===== config.mk =====
export PLATFORM = sky130hd
export DESIGN_NAME = slot_table_reply_scanner
export DESIGN_NICKNAME = d
export VERILOG_FILES = /design/src/design/stsc_pkg.sv /design/src/design/stsc_core.sv /design/src/design/stsc_out_reg.sv /design/src/design/slot_table_reply_scanner.sv
export SDC_FILE = /design/constraint.sdc
export NUM_CORES = 1
export LEC_CHECK = 0
export BUFFER_PORTS_ARGS = -buffer_cell sky130_fd_sc_hd__buf_2
export CAP_MARGIN = 20
export CORE_UTILIZATION = 50
export DETAILED_ROUTE_END_ITERATION = 6
export GPL_TIMING_DRIVEN = 0
export PLACE_DENSITY = 0.76
export SKIP_LAST_GASP = 1
export SLEW_MARGIN = 25
export SYNTH_ARGS = -nofsm -noshare
export SYNTH_HDL_FRONTEND = slang
export SYNTH_SLANG_ARGS = --single-unit

===== constraint.sdc =====
create_clock -name clk_i -period 6.5 [get_ports clk_i]
set_input_delay 1.3 -clock clk_i [delete_from_list [all_inputs] [get_ports clk_i]]
set_output_delay 1.3 -clock clk_i [all_outputs]
set_load 0.02 [all_outputs]

===== src/design/stsc_pkg.sv =====
package stsc_pkg;

  // one-hot phase of the reply scan
  typedef enum logic [2:0] {
    PH_RESP  = 3'b001,
    PH_SLOT  = 3'b010,
    PH_CKSUM = 3'b100
  } stsc_phase_e;

  // configuration register indexes
  localparam logic [0:0] REG_SLOT_COUNT = 1'b0;
  localparam logic [0:0] REG_SLOT_BYTES = 1'b1;

  // status codes
  localparam logic [1:0] ST_OK        = 2'd0;
  localparam logic [1:0] ST_BAD_CKSUM = 2'd1;
  localparam logic [1:0] ST_NO_FREE   = 2'd2;

  localparam logic [7:0] SLOT_COUNT_RST = 8'd128;
  localparam logic [4:0] SLOT_BYTES_RST = 5'd8;
  localparam logic [4:0] SLOT_BYTES_MIN = 5'd2;
  localparam logic [7:0] FREE_MARK      = 8'hFF;

  typedef struct packed {
    logic [6:0] free_slot;
    logic [1:0] status;
    logic [7:0] used_slots;
  } stsc_res_t;

  typedef struct packed {
    logic res_valid;
    logic in_cksum;
  } stsc_ctl_t;

endpackage


===== src/design/stsc_core.sv =====
module stsc_core import stsc_pkg::*; #(
  parameter int MAX_SLOTS      = 128,
  parameter int MAX_SLOT_BYTES = 16
) (
  input  logic       clk_i,
  input  logic       rst_ni,
  input  logic       cfg_we_i,
  input  logic [0:0] cfg_idx_i,
  input  logic [7:0] cfg_data_i,
  input  logic       step_i,
  input  logic [7:0] rx_byte_i,
  input  logic       restart_i,
  output stsc_res_t  res_o,
  output stsc_ctl_t  ctl_o
);

  localparam logic [7:0] MaxCount = 8'(MAX_SLOTS);
  localparam logic [4:0] MaxBytes = 5'(MAX_SLOT_BYTES);

  logic [7:0]  slot_count_q;
  logic [4:0]  slot_bytes_q;
  stsc_phase_e phase_q, phase_d;
  logic [7:0]  slot_index_q, slot_index_d;
  logic [3:0]  byte_index_q, byte_index_d;
  logic [7:0]  sum_q, sum_d;
  logic [6:0]  first_free_q, first_free_d;
  logic        free_found_q, free_found_d;
  logic [7:0]  occupied_q, occupied_d;

  logic [7:0]  eff_count;
  logic [4:0]  eff_bytes;
  logic [7:0]  slot_inc;
  logic        start;
  logic        end_slot;

  always_ff @(posedge clk_i or negedge rst_ni) begin
    if (!rst_ni) begin
      slot_count_q <= SLOT_COUNT_RST;
      slot_bytes_q <= SLOT_BYTES_RST;
    end else if (cfg_we_i) begin
      unique case (cfg_idx_i)
        REG_SLOT_COUNT: slot_count_q <= cfg_data_i;
        REG_SLOT_BYTES: slot_bytes_q <= cfg_data_i[4:0];
        default: ;
      endcase
    end
  end

  assign eff_count = (slot_count_q > MaxCount) ? MaxCount : slot_count_q;
  assign eff_bytes = (slot_bytes_q < SLOT_BYTES_MIN) ? SLOT_BYTES_MIN :
                     (slot_bytes_q > MaxBytes) ? MaxBytes : slot_bytes_q;
  assign slot_inc  = slot_index_q + 8'd1;
  assign start     = restart_i || !(phase_q == PH_SLOT || phase_q == PH_CKSUM);

  always_comb begin
    phase_d      = phase_q;
    slot_index_d = slot_index_q;
    byte_index_d = byte_index_q;
    sum_d        = sum_q;
    first_free_d = first_free_q;
    free_found_d = free_found_q;
    occupied_d   = occupied_q;
    end_slot     = 1'b0;
    ctl_o.res_valid  = 1'b0;
    ctl_o.in_cksum   = (phase_q == PH_CKSUM);
    res_o.free_slot  = free_found_q ? first_free_q : 7'd0;
    res_o.used_slots = occupied_q;
    if (occupied_q != 8'd0 && sum_q != rx_byte_i) begin
      res_o.status = ST_BAD_CKSUM;
    end else if (!free_found_q) begin
      res_o.status = ST_NO_FREE;
    end else begin
      res_o.status = ST_OK;
    end

    if (step_i) begin
      priority if (start) begin
        slot_index_d = 8'd0;
        byte_index_d = 4'd0;
        sum_d        = 8'd0;
        first_free_d = 7'd0;
        free_found_d = 1'b0;
        occupied_d   = 8'd0;
        phase_d      = (eff_count == 8'd0) ? PH_CKSUM : PH_SLOT;
      end else if (phase_q == PH_SLOT) begin
        if (byte_index_q == 4'd0) begin
          if (rx_byte_i == FREE_MARK) begin
            if (!free_found_q) begin
              first_free_d = slot_index_q[6:0];
              free_found_d = 1'b1;
            end
            end_slot = 1'b1;
          end else begin
            // first byte of an occupied slot; slot is at least two bytes
            sum_d        = sum_q + rx_byte_i;
            occupied_d   = occupied_q + 8'd1;
            byte_index_d = 4'd1;
          end
        end else begin
          sum_d = sum_q + rx_byte_i;
          if ({1'b0, byte_index_q} + 5'd1 >= eff_bytes) begin
            end_slot = 1'b1;
          end else begin
            byte_index_d = byte_index_q + 4'd1;
          end
        end
        if (end_slot) begin
          byte_index_d = 4'd0;
          slot_index_d = slot_inc;
          if (slot_inc >= eff_count) begin
            phase_d = PH_CKSUM;
          end
        end
      end else begin
        // checksum byte closes the reply
        ctl_o.res_valid = 1'b1;
        phase_d         = PH_RESP;
        slot_index_d    = 8'd0;
        byte_index_d    = 4'd0;
      end
    end
  end

  always_ff @(posedge clk_i or negedge rst_ni) begin
    if (!rst_ni) begin
      phase_q      <= PH_RESP;
      slot_index_q <= 8'd0;
      byte_index_q <= 4'd0;
      sum_q        <= 8'd0;
      first_free_q <= 7'd0;
      free_found_q <= 1'b0;
      occupied_q   <= 8'd0;
    end else begin
      phase_q      <= phase_d;
      slot_index_q <= slot_index_d;
      byte_index_q <= byte_index_d;
      sum_q        <= sum_d;
      first_free_q <= first_free_d;
      free_found_q <= free_found_d;
      occupied_q   <= occupied_d;
    end
  end

endmodule


===== src/design/stsc_out_reg.sv =====
module stsc_out_reg import stsc_pkg::*; (
  input  logic      clk_i,
  input  logic      rst_ni,
  input  logic      load_i,
  input  stsc_res_t res_i,
  input  logic      out_ready_i,
  output logic      in_ready_o,
  output logic      out_valid_o,
  output stsc_res_t res_o
);

  logic      valid_q, valid_d;
  stsc_res_t res_q;

  // free or being drained this cycle
  assign in_ready_o = !valid_q || out_ready_i;

  always_comb begin
    valid_d = valid_q;
    if (load_i) begin
      valid_d = 1'b1;
    end else if (out_ready_i) begin
      valid_d = 1'b0;
    end
  end

  always_ff @(posedge clk_i or negedge rst_ni) begin
    if (!rst_ni) begin
      valid_q <= 1'b0;
    end else begin
      valid_q <= valid_d;
    end
  end

  always_ff @(posedge clk_i) begin
    if (load_i) begin
      res_q <= res_i;
    end
  end

  assign out_valid_o = valid_q;
  assign res_o       = res_q;

endmodule


===== src/design/slot_table_reply_scanner.sv =====
// Scans a slot-table upload reply one byte per item and takes a new item on every
// clock cycle while in_ready_o is high. The first byte (or any byte with restart
// set) opens a reply; a result appears on the output in the cycle after the
// checksum byte is accepted, held in a single result register. in_ready_o drops
// only while that register holds a result the consumer has not taken.
// Configuration writes take effect on the next byte.
module slot_table_reply_scanner import stsc_pkg::*; #(
  parameter int MAX_SLOTS      = 128,
  parameter int MAX_SLOT_BYTES = 16
) (
  input  logic       clk_i,
  input  logic       rst_ni,
  input  logic       cfg_we_i,
  input  logic [0:0] cfg_idx_i,
  input  logic [7:0] cfg_data_i,
  input  logic       in_valid_i,
  output logic       in_ready_o,
  input  logic [7:0] rx_byte_i,
  input  logic       restart_i,
  output logic       out_valid_o,
  input  logic       out_ready_i,
  output logic [6:0] free_slot_o,
  output logic [1:0] status_o,
  output logic [7:0] used_slots_o
);

  logic      step;
  stsc_res_t core_res;
  stsc_ctl_t core_ctl;
  stsc_res_t out_res;

  assign step = in_valid_i && in_ready_o;

  stsc_core #(
    .MAX_SLOTS      (MAX_SLOTS),
    .MAX_SLOT_BYTES (MAX_SLOT_BYTES)
  ) u_core (
    .clk_i      (clk_i),
    .rst_ni     (rst_ni),
    .cfg_we_i   (cfg_we_i),
    .cfg_idx_i  (cfg_idx_i),
    .cfg_data_i (cfg_data_i),
    .step_i     (step),
    .rx_byte_i  (rx_byte_i),
    .restart_i  (restart_i),
    .res_o      (core_res),
    .ctl_o      (core_ctl)
  );

  stsc_out_reg u_out_reg (
    .clk_i       (clk_i),
    .rst_ni      (rst_ni),
    .load_i      (core_ctl.res_valid),
    .res_i       (core_res),
    .out_ready_i (out_ready_i),
    .in_ready_o  (in_ready_o),
    .out_valid_o (out_valid_o),
    .res_o       (out_res)
  );

  assign free_slot_o  = out_res.free_slot;
  assign status_o     = out_res.status;
  assign used_slots_o = out_res.used_slots;

`ifndef SYNTHESIS
  a_checksum_gives_result: assert property (@(posedge clk_i) disable iff (!rst_ni)
    step && core_ctl.in_cksum && !restart_i |=> out_valid_o)
    else $error("checksum item gave no result");

  a_result_needs_room: assert property (@(posedge clk_i) disable iff (!rst_ni)
    core_ctl.res_valid |-> in_ready_o)
    else $error("result loaded into a full register");

  a_used_bounded: assert property (@(posedge clk_i) disable iff (!rst_ni)
    out_valid_o |-> ({24'd0, used_slots_o} <= 32'(MAX_SLOTS)))
    else $error("occupied count above slot limit");

  a_no_free_index: assert property (@(posedge clk_i) disable iff (!rst_ni)
    out_valid_o && status_o == ST_NO_FREE |-> free_slot_o == 7'd0)
    else $error("free index reported without a free slot");
`endif

endmodule


==> summary.txt, run 1 <==
Yosys
  – Largest cells by area after synthesis: dfrtp_1 34%, edfxtp_1 14%, ha_1 8.4%
  – FFs w/ async S/R, synth: 75.7%
  – Top cells by count, synth: 50 x dfrtp_1, 42 x nand2_1, 25 x ha_1, 25 x o21ai_0, 22 x nor2_1
  – Post-Syn Instances: 347
  – Netlist Area Pre-Place: 3730 um^2
  – Top cell type's share of synthesized area: 33.5%
  – Post-synthesis sequential area ratio: 49.3%
  – Most frequent cell after synthesis: dfrtp_1
  – Number of synthesized flops with an enable pin: 17
  – Post-synthesis register bit count: 70
  – Largest area contributor in the netlist: dfrtp_1
  – Syn avg cell area: 10.8 um^2
  – Mapped Nets: 396
  – Distinct cells, synth: 53
  – Ys flop type: dfrtp_1
  – Yosys warnings: 0

STA
  – Fin Clk Skew: 7.58 ps
  – FMAX: 318 MHz
  – Min cycle time layout: 3140 ps
  – Final Slew Violations: 0
  – Endpoints failing hold: 0
  – Unrepaired setup endpoints after global routing: no
  – Setup TNS: 0 ps
  – Worst slew pin tran: 665 ps
  – Final setup viols: 0
  – Period utilization: 48.4%
  – Headroom to the max-slew limit: 55.7%

Drt
  – Routed len/inst: 14.2 um
  – DR vias/cell: 5.47
  – # DRC: 0
  – Drt pass-1 iters: 4
  – Post-Route WL: 7170 um
  – DR vias: 2750
  – Routed Antenna Nets: 0
  – DRT iter0 DRCs: 91

Clock network
  – H-tree depth: 3
  – Maximum buffer depth of the clock tree: 2
  – Hold_buf cts: 0
  – CTS tree: done
  – Setup bufs post-CTS: 0
  – Post-cts resize count: 0
  – Worst-Skew Late Latency: 340 ps
  – CTS root buf: clkbuf_8
  – CTS clk-pin slew, worst paths: 70 ps
  – Clk sink count: 70
  – Num CTS Buffers: 9

Die
  – Core Box Area: 7250 um^2
  – Initial Util: 51.5%
  – Die area: 7810 um^2
  – Die Span Y: 88.4 um
  – Rows: 31
  – I/O pins: 42
  – Die W: 88.4 um

Global route
  – Total track usage: 21.1%
  – GRT Residual Overflow: 0
  – Global-route wire length before repair: 12600 um
  – Initial antenna violation count: 0
  – Largest net degree at the start of global routing: 54
  – Vias in the first global route: 2755

Min path
  – Hold Path Depth: 2
  – Worst hold path type: register to register
  – Worst Hold Path EP: u_core.first_free_q[6]
  – Hold path start: u_core.first_free_q[6]

Setup path
  – Crit path required time: 5200 ps
  – WS Path Type: input port to output pin
  – Most frequent cell on the critical path: buf_2
  – Reg2Reg Capture Point: u_core.phase_q[1]
  – Critical path fanouts, max: 5
  – Critical R2R Launch: u_core.slot_index_q[0]
  – Slowest-stage cell, CP: nand2b_1
  – Crit-path max cell delay: 230 ps
  – Worst-case reg-to-reg path depth: 11
  – Nature of the critical path endpoint: output pin
  – CP Cell Sequence: buf_2 > nand2b_1 > buf_2
  – Reg2Reg Setup Slack: 3770 ps
  – Buffers & Inverters on Critical Path: 2
  – WP data arrival: 1840 ps
  – CP delay by family, top: buffers and inverters
  – Type of origin of the critical path: input port

Pwr
  – Worst vdd ir: 0.162 mV
  – P per Cell Area: 302 nW/um^2
  – Power, Total: 0.00128 W
  – Static leakage: 1.89 nW

Placement
  – GP Congestion: 0.835
  – Post-DP HPWL: 5280 um
  – Placed instance count: 487
  – Number of buffers inserted by port buffering: 41

Layout
  – Syn-to-layout area delta: 13.3%
  – Filler cells: 620
  – Layout cells sized above 1: 21.3%
  – Diode count: 0
  – # nets final: 448
  – Fin cells: 503

Outcome
  – Status: finished, final reports clean

Flow run
  – Max cap viols: 0
[kinds of logic after synthesis]
| logic type | count (synthesis) | share of synthesized area, % |
|---|---|---|
| compound gates | 74 | 13.5 |
| flops | 70 | 49.3 |
| simple gates | 122 | 16.7 |
| xor+xnor | 20 | 4.69 |
| fa+ha+maj | 26 | 8.92 |
| buf+inv | 20 | 2.25 |
| mux | 15 | 4.63 |
[registers in the layout (all words and copies together) (netlist names)]
name,flops
u_core.sum_q,8
u_core.slot_index_q,8
u_out_reg.res_o,17
u_core.byte_index_q,4
u_core.first_free_q,7
u_core.free_found_q,1
u_core.slot_bytes_q,5
u_core.slot_count_q,8
u_core.phase_q,3
u_out_reg.out_valid_o,1
u_core.occupied_q,8
[how the worst max path moves through the flow]
stage / slack [ps] / cells after the start / start / to
after floorplan: 3570 / 8 / rx_byte_i[0] / u_core.sum_q[6]
after global routing: 3340 / 3 / out_ready_i / in_ready_o
final: 3360 / 3 / out_ready_i / in_ready_o
after global placement: 3370 / 9 / rx_byte_i[0] / u_core.sum_q[6]
after CTS: 3360 / 3 / out_ready_i / in_ready_o
after detailed placement: 3370 / 9 / rx_byte_i[0] / u_core.sum_q[6]
[worst register-to-register path: stages, from the launching register on]
cell and delay (ps):
dfrtp_1 500, ha_1 240, nand3_1 120, nor2_1 160, xor2_1 250, ha_1 180
and3_1 160, nand3_1 80, o21a_1 180, a21oi_1 260, nor2b_4 200, mux2_4 290
[cell usage in the layout, fill, tap and decap left out, types with 2 or more instances in the layout]
cell type | synthesis | final
nor4_2 | 3 | 3
a31oi_1 | 3 | 3
and2_1 | 9 | 9
buf_2 | 1 | 41
and3_1 | 3 | 3
xnor2_1 | 12 | 12
a22o_1 | 6 | 6
or3_1 | 2 | 2
nand2_1 | 42 | 42
dfstp_2 | 3 | 3
nand2b_1 | 6 | 6
or2_2 | 2 | 2
edfxtp_1 | 17 | 17
xor2_1 | 8 | 8
nor2_1 | 22 | 22
mux2_2 | 13 | 13
nor2b_1 | 2 | 2
clkinvlp_4 | 0 | 2
ha_1 | 25 | 25
o21ai_1 | 2 | 2
a21o_1 | 6 | 6
inv_1 | 11 | 11
clkinv_2 | 0 | 3
nor3_1 | 6 | 6
nand3_1 | 12 | 12
clkbuf_1 | 6 | 7
clkbuf_8 | 0 | 9
o31ai_1 | 11 | 11
a21oi_1 | 7 | 7
dfrtp_1 | 50 | 50
nor4_1 | 5 | 5
nand4_1 | 4 | 4
o21ai_0 | 25 | 25
[cell type report]
class                      count  area [um^2]  share of cell area (%)
buffer                         8         38.8                   0.917
clock buffer                  10          128                    3.02
clock inverter                 6         38.8                   0.917
inverter                      12         45.0                    1.06
multi-input combinational    257         1810                    42.7
sequential                    70         1840                    43.5
tap                           99          124                    2.93
timing repair buffer          41          208                    4.91
[per-layer routing]
metal | part of all wire [%] | up-vias | track usage (%)
met4 | 2.4 | 0 | 9.82
met2 | 48 | 61 | 35.2
met5 | 0 | - | 0
li1 | - | 1356 | -
met3 | 3.2 | 16 | 3.64
met1 | 46 | 1317 | 26.8
[power by group]
| part | internal, W | total, W | leakage, nW | switching, W |
|---|---|---|---|---|
| combinational | 0.000172 | 0.000414 | 0.949 | 0.000242 |
| sequential | 0.000512 | 0.000565 | 0.856 | 0.0000535 |
| clock | 0.000137 | 0.000299 | 0.0820 | 0.000162 |
[stage by stage]
stage / utilization (%) / worst slack [ps] / hold WS, ps / area (um^2)
floorplan: - / 3570 / 442 / 3730
global placement: 56.0 / 3370 / 455 / 4060
detailed placement: 56.0 / 3370 / 463 / 4060
CTS: 58.3 / 3360 / 480 / 4230
global route: 58.3 / 3340 / 524 / 4230
finish: 58.3 / 3360 / 478 / 4230
Power figures use the tool's default switching activity.
==> inputs of run 2 (changes only) <==
--- a/config.mk
+++ b/config.mk
@@ -5,12 +5,13 @@
 export SDC_FILE = /design/constraint.sdc
 export NUM_CORES = 1
 export LEC_CHECK = 0
+export ABC_AREA = 1
 export BUFFER_PORTS_ARGS = -buffer_cell sky130_fd_sc_hd__buf_2
 export CAP_MARGIN = 20
 export CORE_UTILIZATION = 50
 export DETAILED_ROUTE_END_ITERATION = 6
 export GPL_TIMING_DRIVEN = 0
-export PLACE_DENSITY = 0.76
+export PLACE_DENSITY = 0.78
 export SKIP_LAST_GASP = 1
 export SLEW_MARGIN = 25
 export SYNTH_ARGS = -nofsm -noshare
==> constraint.sdc (replaced) <==
create_clock -name clk_i -period 2.71 [get_ports clk_i]
set_input_delay 0.542 -clock clk_i [delete_from_list [all_inputs] [get_ports clk_i]]
set_output_delay 0.542 -clock clk_i [all_outputs]
set_load 0.02 [all_outputs]
==> run 2 against run 1 <==
Compared with the run above: combinational power is 150% higher; die area grew 5.1%; sequential power rose by 140%; critical endpoint is now u_core.phase_q[0]; largest cell class unchanged.
==> summary.txt, run 2 <==
Layout
  – Sequential standard cell area: 1840 um^2 (unchanged)
  – Syn-to-layout area delta: 13.3% (about the same)
  – Filler cells: 632 (+1.9%)
  – Diode count: 0 (unchanged)
  – Area of the multi-input gates: 1830 um^2 (+1.3%)
  – Most frequent cells in the layout: 146 x nand2_1, 54 x inv_1, 50 x dfrtp_1
  – Layout cells sized above 1: 19.0% (-2.3 points)
  – Largest register FFs: 17 (unchanged)
  – Commonest non-fill, non-tap cell in the layout: nand2_1
  – Fin cells: 614 (+22%)
  – # nets final: 559 (+25%)

STA
  – Endpoints failing hold: 0 (unchanged)
  – Setup TNS: 0 ps (unchanged)
  – Min cycle time layout: 2360 ps
  – Final setup viols: 0 (unchanged)
  – Headroom to the max-slew limit: 41.5% (-14 points)
  – Unrepaired setup endpoints after global routing: no
  – FMAX: 424 MHz
  – Worst slew pin tran: 876 ps (+211 ps)
  – Fin Clk Skew: 12.6 ps (+5.03 ps)
  – Period utilization: 87.0%
  – Slack of the critical path: 353 ps (-3000 ps)
  – Final Slew Violations: 0 (unchanged)

Clock network
  – Setup bufs post-CTS: 0 (unchanged)
  – Hold_buf cts: 0 (unchanged)
  – Post-cts resize count: 0 (unchanged)
  – Clk sink count: 70 (unchanged)
  – Worst-Skew Late Latency: 370 ps (+30 ps)
  – Num CTS Buffers: 9 (unchanged)
  – Maximum buffer depth of the clock tree: 2 (unchanged)
  – CTS root buf: clkbuf_8
  – CTS clk-pin slew, worst paths: 90 ps (+20 ps)
  – CTS tree: done
  – H-tree depth: 3 (unchanged)

Setup path
  – Nature of the critical path endpoint: register
  – Buffers & Inverters on Critical Path: 0 (-2)
  – Critical path fanouts, max: 6 (+1)
  – WS Path Type: register to register
  – Crit path required time: 3020 ps (-2180 ps)
  – Crit-path max cell delay: 470 ps (+240 ps)
  – CP delay by family, top: simple AND/OR/NAND/NOR gates
  – Type of origin of the critical path: register
  – CP Cell Sequence: nand3_1 > nor3b_1 > nand2_1 > xnor2_1 > ha_1 > a21oi_1 > nand2_1 > a21oi_1 > nand4_1 > nand2_1 > nand2_1 > nand2_1
  – Slowest-stage cell, CP: dfrtp_1
  – WP data arrival: 2660 ps (+820 ps)
  – Most frequent cell on the critical path: nand2_1

Die
  – I/O pins: 42 (unchanged)
  – Core Box Area: 7410 um^2 (+2.1%)
  – Rows: 31 (unchanged)
  – Die W: 90.6 um (+2.5%)
  – Die area: 8220 um^2 (+5.1%)
  – Initial Util: 53.0% (+1.6 points)
  – Die Span Y: 90.6 um (+2.5%)

Yosys
  – FFs w/ async S/R, synth: 75.7% (unchanged)
  – Most frequent cell after synthesis: nand2_1
  – Number of synthesized flops with an enable pin: 17 (unchanged)
  – Distinct cells, synth: 39 (-26%)
  – Syn avg cell area: 8.58 um^2 (-20%)
  – Largest area contributor in the netlist: dfrtp_1
  – Post-synthesis sequential area ratio: 46.8% (-2.5 points)
  – Top cells by count, synth: 146 x nand2_1, 54 x inv_1, 50 x dfrtp_1
  – Mapped Nets: 507 (+28%)
  – Yosys warnings: 0 (unchanged)
  – Largest cells by area after synthesis: dfrtp_1 32%, nand2_1 14%, edfxtp_1 13%
  – Post-Syn Instances: 458 (+32%)
  – Top cell type's share of synthesized area: 31.8% (-1.7 points)
  – Post-synthesis register bit count: 70 (unchanged)
  – Netlist Area Pre-Place: 3930 um^2 (+5.3%)
  – Ys flop type: dfrtp_1

Global route
  – Initial antenna violation count: 0 (unchanged)
  – Largest net degree at the start of global routing: 54 (unchanged)
  – Total track usage: 19.6% (-1.5 points)
  – GRT Residual Overflow: 0 (unchanged)
  – Global-route wire length before repair: 12700 um (+1.1%)
  – Vias in the first global route: 3029 (+9.9%)

Drt
  – Drt pass-1 iters: 4 (unchanged)
  – DR vias/cell: 5.01 (-8.3%)
  – DRT met1 WL: 3240 um (-2.4%)
  – DR WL met2: 3530 um (+2.3%)
  – DR vias: 3078 (+12%)
  – Routed Antenna Nets: 0 (unchanged)
  – Post-Route WL: 7160 um (about the same)
  – Routed len/inst: 11.7 um (-18%)
  – # DRC: 0 (unchanged)
  – Met3 wire len: 290 um (+27%)
  – DRT iter0 DRCs: 126 (+38%)
  – Top Layer Used: met4

Pwr
  – Static leakage: 2.35 nW (+25%)
  – Worst vdd ir: 0.430 mV (+160%)
  – P per Cell Area: 712 nW/um^2 (+140%)

Placement
  – Number of buffers inserted by port buffering: 41 (unchanged)
  – Pre-CTS setup slack: 354 ps (-3010 ps)
  – GP Congestion: 0.845 (+1.2%)
  – Post-DP HPWL: 5390 um (+2.0%)
  – Placed instance count: 598 (+23%)

Flow run
  – Max cap viols: 0 (unchanged)

Min path
  – Worst hold path type: input port to async pin

Outcome
  – Status: finished, final reports clean
[run 2: cell types whose count changed after synthesis, sizes merged, moves of 8 or more]
| cell | delta |
|---|---|
| nand2 | +110 |
| inv | +50 |
| mux2 | -15 |
| nor2 | +14 |
| o31ai | -11 |
| and2 | -9 |
| nand3 | +9 |
| xnor2 | -8 |
[run 2: per-stage QoR]
step                      hold slack, ps  power (W)  cell area [um^2]  util [%]
after global placement               456    0.00234              4260      57.5
after CTS                            215    0.00320              4450      60.1
after global routing                 254    0.00340              4450      60.1
final                                195    0.00317              4450      60.1
after floorplan                      246    0.00214              3930         -
after detailed placement             463    0.00238              4260      57.5
[run 2: worst paths after layout]
kind,startpoint,endpoint,slack [ps],cells after the start
worst min-delay path,rst_ni,u_core.sum_q[1],190,1
worst max-delay path,u_core.slot_index_q[0],u_core.phase_q[0],350,12
worst min register to register,u_core.phase_q[0],u_core.phase_q[0],470,2
min in group clk_i,cfg_data_i[6],u_core.slot_count_q[6],420,3
max in group asynchronous,rst_ni,u_core.slot_count_q[1],2060,1
worst max register to register,u_core.slot_index_q[0],u_core.phase_q[0],350,12
[run 2: cell families after synthesis]
group                      Yosys count  synth area share [%]
AOI/OAI and AO/OA                   56                  8.44
xor gates and xnor gates            15                  3.34
adders and majority gates           26                  8.47
buffers and inverters               66                  6.59
DFF                                 70                  46.8
and+or+nand+nor                    225                  26.3
[run 2: report_power, final]
part	internal [W]	leakage, nW	switching (W)
registers	0.00122	0.862	0.000112
logic	0.000379	1.40	0.000644
clock network	0.000354	0.0907	0.000456
total	0.00196	2.35	0.00121
[run 2: layer usage]
layer / global-route usage [%] / vias to the layer above
met5: 0 / -
met4: 7.93 / 0
met3: 5.98 / 12
met2: 33.6 / 60
met1: 22.7 / 1420
li1: - / 1586
[run 2: layout make-up]
cell class | count | share of cell area (%)
Multi-Input combinational cell | 322 | 41.2
Clock buffer | 9 | 2.78
Clock inverter | 7 | 1.43
Timing Repair Buffer | 41 | 4.67
Tap cell | 99 | 2.78
Inverter | 63 | 5.31
Buffer | 3 | 0.506
Sequential cell | 70 | 41.4
==> inputs of run 3 (changes only) <==
--- a/config.mk
+++ b/config.mk
@@ -8,6 +8,7 @@
 export ABC_AREA = 1
 export BUFFER_PORTS_ARGS = -buffer_cell sky130_fd_sc_hd__buf_2
 export CAP_MARGIN = 20
+export CORE_ASPECT_RATIO = 1.5
 export CORE_UTILIZATION = 50
 export DETAILED_ROUTE_END_ITERATION = 6
 export GPL_TIMING_DRIVEN = 0
==> run 3 against run 2 <==
Compared with the run above: combinational power about the same; setup slack worse by 2.9 ps; via count up 2.4%; die area about the same; cell count up 0.49%; clock power up 62%; final area up 3.3%; global-route usage up 0.78 points; clock-buffer cell count up 2; register-to-register slack about the same; critical endpoint is now u_core.phase_q[1].
==> summary.txt, run 3 (synthesized netlist as in run 2, its figures left out) <==
Clock network
  – H-tree depth: 3 (unchanged)
  – Clk sink count: 70 (unchanged)
  – Hold_buf cts: 0 (unchanged)
  – CTS clk-pin slew, worst paths: 50 ps (-40 ps)
  – Num CTS Buffers: 9 (unchanged)
  – Maximum buffer depth of the clock tree: 2 (unchanged)
  – Post-cts resize count: 0 (unchanged)
  – Worst-Skew Late Latency: 330 ps (-40 ps)
  – Setup bufs post-CTS: 0 (unchanged)
  – CTS root buf: clkbuf_16
  – CTS tree: done

Drt
  – Drt pass-1 iters: 4 (unchanged)
  – DR vias: 3152 (+2.4%)
  – Routed len/inst: 12.1 um (+3.7%)
  – DR vias/cell: 5.11 (+1.9%)
  – Routed Antenna Nets: 0 (unchanged)
  – # DRC: 0 (unchanged)
  – Post-Route WL: 7460 um (+4.2%)
  – DRT iter0 DRCs: 137 (+8.7%)

Pwr
  – Static leakage: 2.42 nW (+3.0%)
  – Comb pwr share: 28.2% (-4.1 points)
  – Int Power: 0.00250 W (+28%)
  – Worst vdd ir: 0.457 mV (+6.4%)
  – Net Switching: 0.00119 W (-2.1%)
  – P per Cell Area: 802 nW/um^2 (+13%)
  – Part of the power in registers: 36.3% (-5.9 points)
  – Clock power share: 35.5% (+10 points)
  – Sw Ratio: 32.2% (-6.1 points)
  – Power, Total: 0.00369 W (+16%)

STA
  – Fin Clk Skew: 6.21 ps (-6.41 ps)
  – Hold slack final: 252 ps (+57.1 ps)
  – Unrepaired setup endpoints after global routing: no
  – Setup TNS: 0 ps (unchanged)
  – Endpoints failing hold: 0 (unchanged)
  – FMAX: 424 MHz (-0.12%)
  – Min cycle time layout: 2360 ps (+2.95 ps)
  – Worst slew pin tran: 865 ps (-11.5 ps)
  – Period utilization: 87.1% (+0.11 points)
  – Headroom to the max-slew limit: 42.3% (+0.77 points)
  – Final Slew Violations: 0 (unchanged)
  – Final setup viols: 0 (unchanged)

Setup path
  – CP endpoint: u_core.phase_q[1]
  – Crit-path max cell delay: 450 ps (-20 ps)
  – CP Cell Sequence: nand3_1 > nor3b_1 > nand2_1 > xnor2_1 > ha_1 > a21oi_1 > nand2_1 > a21oi_1 > nand4_1 > nand2_1 > nand2_1 > nand2_1
  – Crit path required time: 2980 ps (-40 ps)
  – Most frequent cell on the critical path: nand2_1
  – Worst-case reg-to-reg path depth: 12 (unchanged)
  – Critical Path Start: u_core.slot_index_q[0]
  – Critical path fanouts, max: 6 (unchanged)
  – Reg2Reg Setup Slack: 350 ps (about the same)
  – Nature of the critical path endpoint: register
  – Type of origin of the critical path: register
  – Slowest-stage cell, CP: dfrtp_1
  – Reg2Reg Capture Point: u_core.phase_q[1]
  – Critical R2R Launch: u_core.slot_index_q[0]
  – WP data arrival: 2630 ps (-30 ps)
  – WS Path Type: register to register

Layout
  – Commonest non-fill, non-tap cell in the layout: nand2_1
  – # nets final: 559 (unchanged)
  – Largest register FFs: 17 (unchanged)
  – Most frequent cells in the layout: 146 x nand2_1, 54 x inv_1, 50 x dfrtp_1
  – Syn-to-layout area delta: 17.0%
  – Layout cells sized above 1: 18.4% (-0.58 points)
  – Finished Core Util: 60.4% (+0.33 points)
  – Diode count: 0 (unchanged)

Placement
  – Number of buffers inserted by port buffering: 41 (unchanged)
  – GP Congestion: 0.888 (+5.0%)
  – Post-DP HPWL: 5500 um (+2.2%)

Global route
  – GRT Residual Overflow: 0 (unchanged)
  – Largest net degree at the start of global routing: 54 (unchanged)
  – Met2 GRT Util: 35.1% (+1.5 points)
  – Most used routing layer: met2
  – Initial antenna violation count: 0 (unchanged)
  – Global-route wire length before repair: 12900 um (+1.6%)
  – Vias in the first global route: 3162 (+4.4%)
  – Met1 Track Usage GR: 20.9% (-1.8 points)
  – GR Util met3: 6.02% (+0.045 points)
  – Total track usage: 20.3% (+0.78 points)

Die
  – Die W: 74.4 um (-18%)
  – I/O pins: 42 (unchanged)
  – Initial Util: 51.6% (-1.4 points)
  – Rows: 39 (+26%)
  – Die area: 8220 um^2 (about the same)
  – Core Box Area: 7610 um^2 (+2.8%)
  – Die Span Y: 111 um (+22%)

Flow run
  – Max cap viols: 0 (unchanged)

Outcome
  – Status: finished, final reports clean

Min path
  – Worst hold path type: input port to async pin
-- run 3: changes by cell type in the layout (fill, tap and decap cells not counted), sizes merged --
cell,delta
bufinv,+3
clkinv,+2
clkinvlp,-2
clkbuf,+2
inv,-5
-- run 3: worst min path at each step --
stage	to	slack, ps	depth (start not counted)
6_report	u_core.slot_index_q[7]	250	1
5_1_grt	u_core.free_found_q	300	1
4_1_cts	u_core.slot_count_q[6]	270	1
3_5_place_dp	u_core.phase_q[0]	460	2
3_3_place_gp	u_core.phase_q[0]	460	2
2_1_floorplan	u_core.byte_index_q[0]	250	0
-- run 3: metrics by stage --
stage	cell area, um^2	worst slack [ps]	instances
finish	4600	350	617
global route	4600	123	617
global placement	4260	299	601
detailed placement	4270	342	601
CTS	4600	325	617
floorplan	3930	599	458
-- run 3: power by group through the flow --
stage               Sequential (W)  Clock (W)  Combinational, W
CTS                        0.00134    0.00134           0.00105
global placement           0.00135          0          0.000996
finish                     0.00134    0.00131           0.00104
global route               0.00136    0.00138           0.00117
floorplan                  0.00134          0          0.000794
detailed placement         0.00135          0           0.00104
-- run 3: layer usage --
| metal | part of all wire [%] | up-vias |
|---|---|---|
| li1 | - | 1583 |
| met1 | 39 | 1483 |
| met2 | 53 | 67 |
| met3 | 3.8 | 19 |
| met4 | 3.5 | 0 |
| met5 | 0 | - |
-- run 3: final cells by class --
class                      instances  area (um^2)
multi-input combinational        322         1830
sequential                        70         1840
fill                             671         3010
buffer                             3         22.5
inverter                          63          236
clock inverter                     5         98.8
tap                              102          128
clock buffer                      11          233
timing repair buffer              41          208
-- run 3: critical path, delay by kind of cell (launching register included) --
family / cells / cell delay, ps
xor gates and xnor gates: 1 / 210
adders and majority gates: 1 / 290
AOI/OAI and AO/OA: 2 / 280
DFF: 1 / 450
and+or+nand+nor: 8 / 1070
